===== src/rtl/ris_pkg.sv =====
// Shared widths and register index codes for the ring and island distance block.
package ris_pkg;

	// Coordinate, radius and result widths.
	localparam int COORD_W = 24;
	localparam int RAD_W   = 23;
	localparam int OUT_W   = 27;

	// Internal widths: exact difference, its magnitude, the sum of squares and the root.
	localparam int DIFF_W  = COORD_W + 1;
	localparam int MAG_W   = DIFF_W;
	localparam int SQ_W    = 2 * MAG_W;
	localparam int ROOT_W  = SQ_W / 2;
	localparam int DIST_W  = ROOT_W + 1;

	// One root bit is settled in each square root stage.
	localparam int SQRT_STEPS = ROOT_W;

	// Configuration port.
	localparam int CFG_IDX_W  = 3;
	localparam int CFG_DATA_W = COORD_W;

	localparam logic [CFG_IDX_W-1:0] REG_OUTER_CX  = 3'd0;
	localparam logic [CFG_IDX_W-1:0] REG_OUTER_CY  = 3'd1;
	localparam logic [CFG_IDX_W-1:0] REG_OUTER_RAD = 3'd2;
	localparam logic [CFG_IDX_W-1:0] REG_ISLAND_CX = 3'd3;
	localparam logic [CFG_IDX_W-1:0] REG_ISLAND_CY = 3'd4;
	localparam logic [CFG_IDX_W-1:0] REG_ISLAND_RAD = 3'd5;
	localparam logic [CFG_IDX_W-1:0] REG_SIGN_FLIP = 3'd6;

endpackage


===== src/rtl/ris_skid.sv =====
// Output register with a skid entry, so that the pipeline is parted from the consumer.
module ris_skid (
	input  logic                               clk,
	input  logic                               arst_n,
	input  logic                               push,
	input  logic signed [ris_pkg::OUT_W-1:0]   push_data,
	output logic                               space,
	output logic                               out_valid,
	input  logic                               out_ready,
	output logic signed [ris_pkg::OUT_W-1:0]   out_data
);
	import ris_pkg::*;

	logic                    out_vld_q;
	logic                    skid_vld_q;
	logic signed [OUT_W-1:0] out_data_q;
	logic signed [OUT_W-1:0] skid_data_q;

	// The output takes the skid entry first; a beat that cannot leave parks in the skid.
	always_ff @(posedge clk or negedge arst_n) begin
		if (!arst_n) begin
			out_vld_q  <= 1'b0;
			skid_vld_q <= 1'b0;
		end else if (!out_vld_q || out_ready) begin
			out_vld_q  <= skid_vld_q || push;
			skid_vld_q <= 1'b0;
		end else if (push) begin
			skid_vld_q <= 1'b1;
		end
	end

	always_ff @(posedge clk) begin
		if (!out_vld_q || out_ready) begin
			out_data_q <= skid_vld_q ? skid_data_q : push_data;
		end else if (push) begin
			skid_data_q <= push_data;
		end
	end

	assign space     = !skid_vld_q;
	assign out_valid = out_vld_q;
	assign out_data  = out_data_q;

endmodule


===== config.mk =====
export PLATFORM = sky130hd
export DESIGN_NAME = ris_skid
export DESIGN_NICKNAME = d
export VERILOG_FILES = /design/src/rtl/ris_pkg.sv /design/src/rtl/ris_skid.sv
export SDC_FILE = /design/constraint.sdc
export NUM_CORES = 1
export LEC_CHECK = 0
export ABC_AREA = 1
export BUFFER_PORTS_ARGS = -buffer_cell sky130_fd_sc_hd__buf_2
export CAP_MARGIN = 5
export CORE_ASPECT_RATIO = 1.5
export CORE_MARGIN = 1.5
export CORE_UTILIZATION = 35
export CTS_CLUSTER_SIZE = 16
export DETAILED_ROUTE_END_ITERATION = 10
export PLACE_DENSITY = 0.62
export SYNTH_ARGS = -nofsm -noshare
export SYNTH_HDL_FRONTEND = slang
export SYNTH_SLANG_ARGS = --single-unit

===== constraint.sdc =====
create_clock -name clk -period 2.8 [get_ports clk]
set_input_delay 0.28 -clock clk [delete_from_list [all_inputs] [get_ports clk]]
set_output_delay 0.28 -clock clk [all_outputs]
set_load 0.05 [all_outputs]

==> results.txt, run 1 <==
----------------------------------------------------
[STA]
  Final Hold Violating Endpoints ... 0
  Final worst clock skew ... 4.55 ps
  Final min period ... 1690 ps
  Max Fclk ... 592 MHz
  Count of final setup violators ... 0
  Worst slew pin tran ... 475 ps
  Unrepaired setup endpoints after global routing ... false
  Relative max-transition margin ... 0.683
  Number of pins with negative max-slew slack in the final report ... 0
  Least setup slack across all paths after layout ... 1110 ps
  Final total negative setup slack ... 0 ps
  Fraction of the cycle the final worst path needs ... 0.603

[Logic synthesis]
  Number of distinct library cell variants in the gate-level netlist after synthesis ... 8
  Warning count from the yosys run ... 0
  Proportion of synthesized chip area in sequential cells ... 0.808
  Post-synthesis cell type with the largest combined area ... sky130_fd_sc_hd__edfxtp_1
  Leading post-synthesis cells by cell area ... sky130_fd_sc_hd__edfxtp_1 78%, sky130_fd_sc_hd__nand2_1 15%, sky130_fd_sc_hd__dfrtp_1 2.4%
  Netlist area before placement ... 0.00207 mm2
  Flip-flop and latch count after synthesis ... 56
  Syn_nets ... 181
  Fraction of post-synthesis cell area in the top cell type by area ... 0.784
  Synthesized area per cell ... 13.8 um2
  Syn Inst Count ... 150

[Global routing]
  Wire length of the first global-routing pass ... 5620 um
  Routing usage on met1 ... 0.132
  Number of global-route vias before repair ... 1218
  Overflow after GRT ... 0
  GRT busiest layer ... met2
  GRT Overall Usage ... 0.118
  Initial antenna violation count ... 0
  Pin count of the biggest net entering global routing ... 31
  Met2 routing resource usage after global routing ... 0.196
  M3 GR Usage ... 0.0290

[Die]
  Starting Density ... 0.360
  Area of the core ... 0.00574 mm2
  Y dimension of the die ... 97.2 um
  Die width ... 65.8 um
  I/O pin total ... 60
  Placement row count ... 34
  Die area ... 0.00639 mm2

[Power]
  Power Dens Cells ... 683 mW/mm2
  Switching power ... 482 uW
  Combinational share of power ... 0.177
  Part of the power in registers ... 0.586
  Largest vdd supply drop ... 0.284 mV
  Static leakage power ... 1.10 nW
  Design Power ... 1.72 mW
  Clock network fraction of total power ... 0.236
  Internal ... 1.23 mW
  Sw Share ... 0.281

[Placement]
  Number of placed instances with taps included ... 280
  Post-detailed-placement half-perimeter wirelength ... 2280 um
  Number of I/O port buffers ... 59
  Post-place instance area ... 0.00242 mm2
  Final RePlAce weighted congestion ... 0.618
  DP Worst Slack ... 1380 ps

[Final layout]
  Antenna diode count ... 0
  NumNets Final ... 247
  Count of non-filler cells in the finished layout ... 289
  Final design instance area without fill ... 0.00251 mm2
  Ratio of cells with drive above 1 in the final layout ... 0.323
  Signed area change from the synthesized netlist to the final layout ... 21.5%

[Clock tree]
  TritonCTS clock tree ... yes
  Clock-pin slew of the registers on the worst-case setup and hold paths ... 90 ps
  Buffers inserted during post-CTS setup optimization ... 0
  Resized Gates After CTS ... 0
  CTS H-Tree Depth ... 2
  Clock latency of the later-clocked register in the worst-skew pair ... 300 ps
  Sink Count ... 56
  Clk Tree Root Cell ... sky130_fd_sc_hd__clkbuf_8
  CTS max path bufs ... 2
  Num CTS Buffers ... 5

[Worst setup path]
  Top cell family by delay on the critical path ... buffers and inverters
  CP cell instances ... inv_2 > buf_2
  Buffers plus inverters on the worst setup path ... 2
  Data arrival, critical path ... 1410 ps
  Worst reg2reg setup slack ... 1480 ps
  Kind of end point of the critical path ... output pin
  Kind of critical path ... reg2out
  Required @ worst endpoint ... 2520 ps
  Slowest CP cell ... sky130_fd_sc_hd__dfrtp_1
  Maximum fanout encountered on the critical timing path ... 28
  Slowest Stage Delay on Critical Path ... 390 ps
  Element type at the critical path start ... register

[Routing]
  Avg Vias per Cell ... 4.18
  Wire length per cell after detailed routing ... 11.7 um
  Vias ... 1209
  Number of design rule violations left after detail routing ... 0
  Number of nets with antenna violations after routing ... 0
  Count of TritonRoute iterations in the first routing pass ... 4
  Routed Wire Length ... 3380 um
  Starting DRT DRC Count ... 33

[Status]
  Run status ... finished, final reports clean

[Job]
  Maxcap violations ... 0

[Min path]
  Hold/Removal Path Class ... in2reg

----------------------------------------------------
## final cells by class
class	instances	area (um2)
Clock buffer	7	76.3
Clock inverter	1	3.75
Fill cell	538	3230
Inverter	3	11.3
Multi-Input combinational cell	86	325
Sequential cell	56	1670
Tap cell	72	90.1
Timing Repair Buffer	64	335
## through the flow
stage                     utilization  hold WS [ps]
after floorplan                     -         -15.6
after global placement          0.422          69.8
after detailed placement        0.422          69.5
after CTS                       0.438           157
after global routing            0.438           152
final                           0.438           165
## power by group through the flow
| stage | clock [mW] | combinational, mW | sequential (mW) |
|---|---|---|---|
| floorplan | 0 | 0.0786 | 1.18 |
| global placement | 0 | 0.304 | 1.03 |
| detailed placement | 0 | 0.308 | 1.03 |
| CTS | 0.421 | 0.309 | 1.01 |
| global route | 0.459 | 0.329 | 1.01 |
| finish | 0.405 | 0.304 | 1.01 |
## state kept, by name, summed over array words and instances (netlist names)
signal / count
out_data: 27
skid_data_q: 27
out_valid: 1
skid_vld_q: 1
## layer usage
layer | vias to the layer above | share of wire
met5 | - | 0
met4 | 0 | 0.042
met3 | 10 | 0.066
met2 | 44 | 0.49
met1 | 527 | 0.40
li1 | 628 | -
## cell families (layout without fill, tap and decap cells)
| group | after synthesis | after routing | synth area share |
|---|---|---|---|
| buf+inv | 8 | 75 | 0.0363 |
| flops | 56 | 56 | 0.808 |
| simple gates | 86 | 86 | 0.156 |
## synth_stat cells
cell	n
sky130_fd_sc_hd__inv_2	1
sky130_fd_sc_hd__nor2_1	3
sky130_fd_sc_hd__inv_1	2
sky130_fd_sc_hd__buf_8	2
sky130_fd_sc_hd__buf_6	3
sky130_fd_sc_hd__dfrtp_1	2
sky130_fd_sc_hd__nand2_1	83
sky130_fd_sc_hd__edfxtp_1	54
## cells in the final DEF (no fill, tap or decap), drive strengths merged
cell type,Yosys,final
nand2,83,83
buf,5,63
edfxtp,54,54
clkbuf,0,7
inv,3,3
nor2,3,3
dfrtp,2,2
clkinv,0,1
dlygate4sd3,0,1
## timing repair
item	4_1_cts	5_1_grt
endpoints found under the hold margin	2	0
endpoints found under the setup margin	0	0
hold buffers	1	0
## worst paths after layout
| check | end | from | cells past startpoint |
|---|---|---|---|
| max | space | skid_vld_q$_DFFE_PN0P_ | 2 |
| min | skid_data_q[8]$_DFFE_PP_ | push_data[8] | 1 |
| max reg2reg | skid_data_q[4]$_DFFE_PP_ | out_valid$_DFFE_PN0P_ | 4 |
| min reg2reg | out_data[21]$_DFFE_PP_ | skid_data_q[21]$_DFFE_PP_ | 2 |
| max in group asynchronous | skid_vld_q$_DFFE_PN0P_ | arst_n | 2 |
| min in group asynchronous | out_valid$_DFFE_PN0P_ | arst_n | 2 |
(Power assumes the default switching activity.)
==> run 2: changes to the inputs <==
Clock period 2.8 ns to 1.5 ns, I/O delays scaled along.
==> results.txt, run 2 (synthesized netlist as in run 1, its figures left out) <==
----------------------------------------------------
[Status]
  Run status ... finished, final reports clean

[STA]
  Fraction of the cycle the final worst path needs ... 0.886
  Number of pins with negative max-slew slack in the final report ... 0
  Worst slew pin tran ... 275 ps
  Least setup slack across all paths after layout ... 171 ps
  Final Hold Violating Endpoints ... 0
  Count of final setup violators ... 0
  Max Fclk ... 752 MHz
  Final worst clock skew ... 8.38 ps
  Relative max-transition margin ... 0.816
  Final min period ... 1330 ps
  Unrepaired setup endpoints after global routing ... false

[Global routing]
  GRT Overall Usage ... 0.120
  Number of global-route vias before repair ... 1163
  Overflow after GRT ... 0
  GRT busiest layer ... met2
  Initial antenna violation count ... 0
  M3 GR Usage ... 0.0243
  Pin count of the biggest net entering global routing ... 30
  Routing usage on met1 ... 0.146
  Met2 routing resource usage after global routing ... 0.200
  Wire length of the first global-routing pass ... 5750 um

[Worst setup path]
  Kind of critical path ... reg2out
  Worst reg2reg setup slack ... 390 ps
  Startpoint of the worst-slack reg-to-reg timing path ... out_valid$_DFFE_PN0P_
  Element type at the critical path start ... register
  Maximum fanout encountered on the critical timing path ... 12
  Data arrival, critical path ... 1180 ps
  Path depth of the worst reg2reg path ... 3
  Reg2reg end ... skid_data_q[9]$_DFFE_PP_
  Kind of end point of the critical path ... output pin
  Required @ worst endpoint ... 1350 ps

[Final layout]
  Ratio of cells with drive above 1 in the final layout ... 0.343
  Final design instance area without fill ... 0.00261 mm2
  Antenna diode count ... 0
  Most common library cell in the layout ignoring fill and taps ... sky130_fd_sc_hd__nand2_1
  Final core utilization ... 0.454
  Signed area change from the synthesized netlist to the final layout ... 26.1%
  Highest-count cells in the layout ignoring fill and taps ... 82 x sky130_fd_sc_hd__nand2_1, 59 x sky130_fd_sc_hd__buf_2, 54 x sky130_fd_sc_hd__edfxtp_1
  NumNets Final ... 247

[Clock tree]
  Resized Gates After CTS ... 0
  Clock latency of the later-clocked register in the worst-skew pair ... 300 ps
  Sink Count ... 56
  CTS H-Tree Depth ... 2
  Clock-pin slew of the registers on the worst-case setup and hold paths ... 90 ps
  Buffers inserted during post-CTS setup optimization ... 0
  Clk Tree Root Cell ... sky130_fd_sc_hd__clkbuf_8
  TritonCTS clock tree ... yes
  Num CTS Buffers ... 5
  CTS max path bufs ... 2

[Routing]
  Number of nets with antenna violations after routing ... 0
  Vias ... 1240
  Starting DRT DRC Count ... 45
  Number of design rule violations left after detail routing ... 0
  Count of TritonRoute iterations in the first routing pass ... 4
  Wire length per cell after detailed routing ... 12.5 um
  Avg Vias per Cell ... 4.31
  Routed Wire Length ... 3610 um

[Min path]
  Hold path depth ... 1
  Hold/Removal Path Class ... in2reg
  Hold Startpoint ... push_data[16]
  End point of the worst hold path ... skid_data_q[16]$_DFFE_PP_

[Placement]
  Final RePlAce weighted congestion ... 0.693
  Post-detailed-placement half-perimeter wirelength ... 2490 um
  DP Worst Slack ... 387 ps
  Number of I/O port buffers ... 59
  Post-place instance area ... 0.00247 mm2

[Power]
  Switching power ... 932 uW
  Largest vdd supply drop ... 0.528 mV
  Combinational share of power ... 0.165
  Clock network fraction of total power ... 0.308
  Internal ... 2.65 mW
  Sw Share ... 0.260
  Static leakage power ... 1.14 nW
  Part of the power in registers ... 0.527
  Power Dens Cells ... 1370 mW/mm2

[Die]
  I/O pin total ... 60
  Placement row count ... 34
  Starting Density ... 0.360
  Die width ... 65.8 um
  Die area ... 0.00639 mm2
  Y dimension of the die ... 97.2 um
  Area of the core ... 0.00574 mm2

[Job]
  Maxcap violations ... 0

----------------------------------------------------
-- run 2: cell count changes in the layout (fill, tap and decap cells not counted), sizes merged --
cell and change:
bufinv +2, clkbuf -2, clkinv -1
-- run 2: power by group through the flow --
stage                     combinational (mW)  sequential [mW]  clock (mW)
final                                  0.590             1.89        1.10
after global routing                   0.632             1.90        1.20
after CTS                              0.599             1.89        1.14
after detailed placement               0.596             1.92           0
after global placement                 0.589             1.92           0
after floorplan                        0.153             2.21           0
-- run 2: worst max-delay path by stage --
| stage | cells past startpoint | to | start | slack [ps] |
|---|---|---|---|---|
| 5_1_grt | 2 | space | skid_vld_q$_DFFE_PN0P_ | 90 |
| 4_1_cts | 2 | space | skid_vld_q$_DFFE_PN0P_ | 150 |
| 3_3_place_gp | 3 | skid_data_q[11]$_DFFE_PP_ | out_valid$_DFFE_PN0P_ | 420 |
| 2_1_floorplan | 2 | skid_data_q[0]$_DFFE_PP_ | out_valid$_DFFE_PN0P_ | -110 |
| 3_5_place_dp | 4 | out_data[10]$_DFFE_PP_ | skid_vld_q$_DFFE_PN0P_ | 390 |
| 6_report | 2 | space | skid_vld_q$_DFFE_PN0P_ | 170 |
-- run 2: final cells by class --
class                           instances  area, um2
Tap cell                               72       90.1
Timing Repair Buffer                   64        360
Multi-Input combinational cell         86        347
Clock buffer                            5       68.8
Inverter                                3       11.3
Clock inverter                          2       60.1
Sequential cell                        56       1670
Fill cell                             552       3130
-- run 2: layer usage --
metal	wire (um)	vias to the layer above
met2	1910	36
li1	-	633
met1	1450	566
met5	0	-
met3	170	5
met4	78	0
-- run 2: timing repair --
action,in CTS,in global routing
hold buffers,1,0
setup endpoints to repair,0,0
hold endpoints to repair,2,0
-- run 2: stage by stage --
step           power [mW]  instances  hold WS [ps]  setup TNS (ps)
2_1_floorplan        2.36        150          -146           -2940
3_3_place_gp         2.51        280         -61.3               0
3_5_place_dp         2.52        280         -57.8               0
4_1_cts              3.63        288          28.9               0
5_1_grt              3.73        288          22.9               0
6_report             3.58        288          38.5               0
-- run 2: worst max-delay path: stages (launching register included) --
cell and delay (ps):
sky130_fd_sc_hd__dfrtp_1 390, sky130_fd_sc_hd__inv_2 170, sky130_fd_sc_hd__buf_2 310
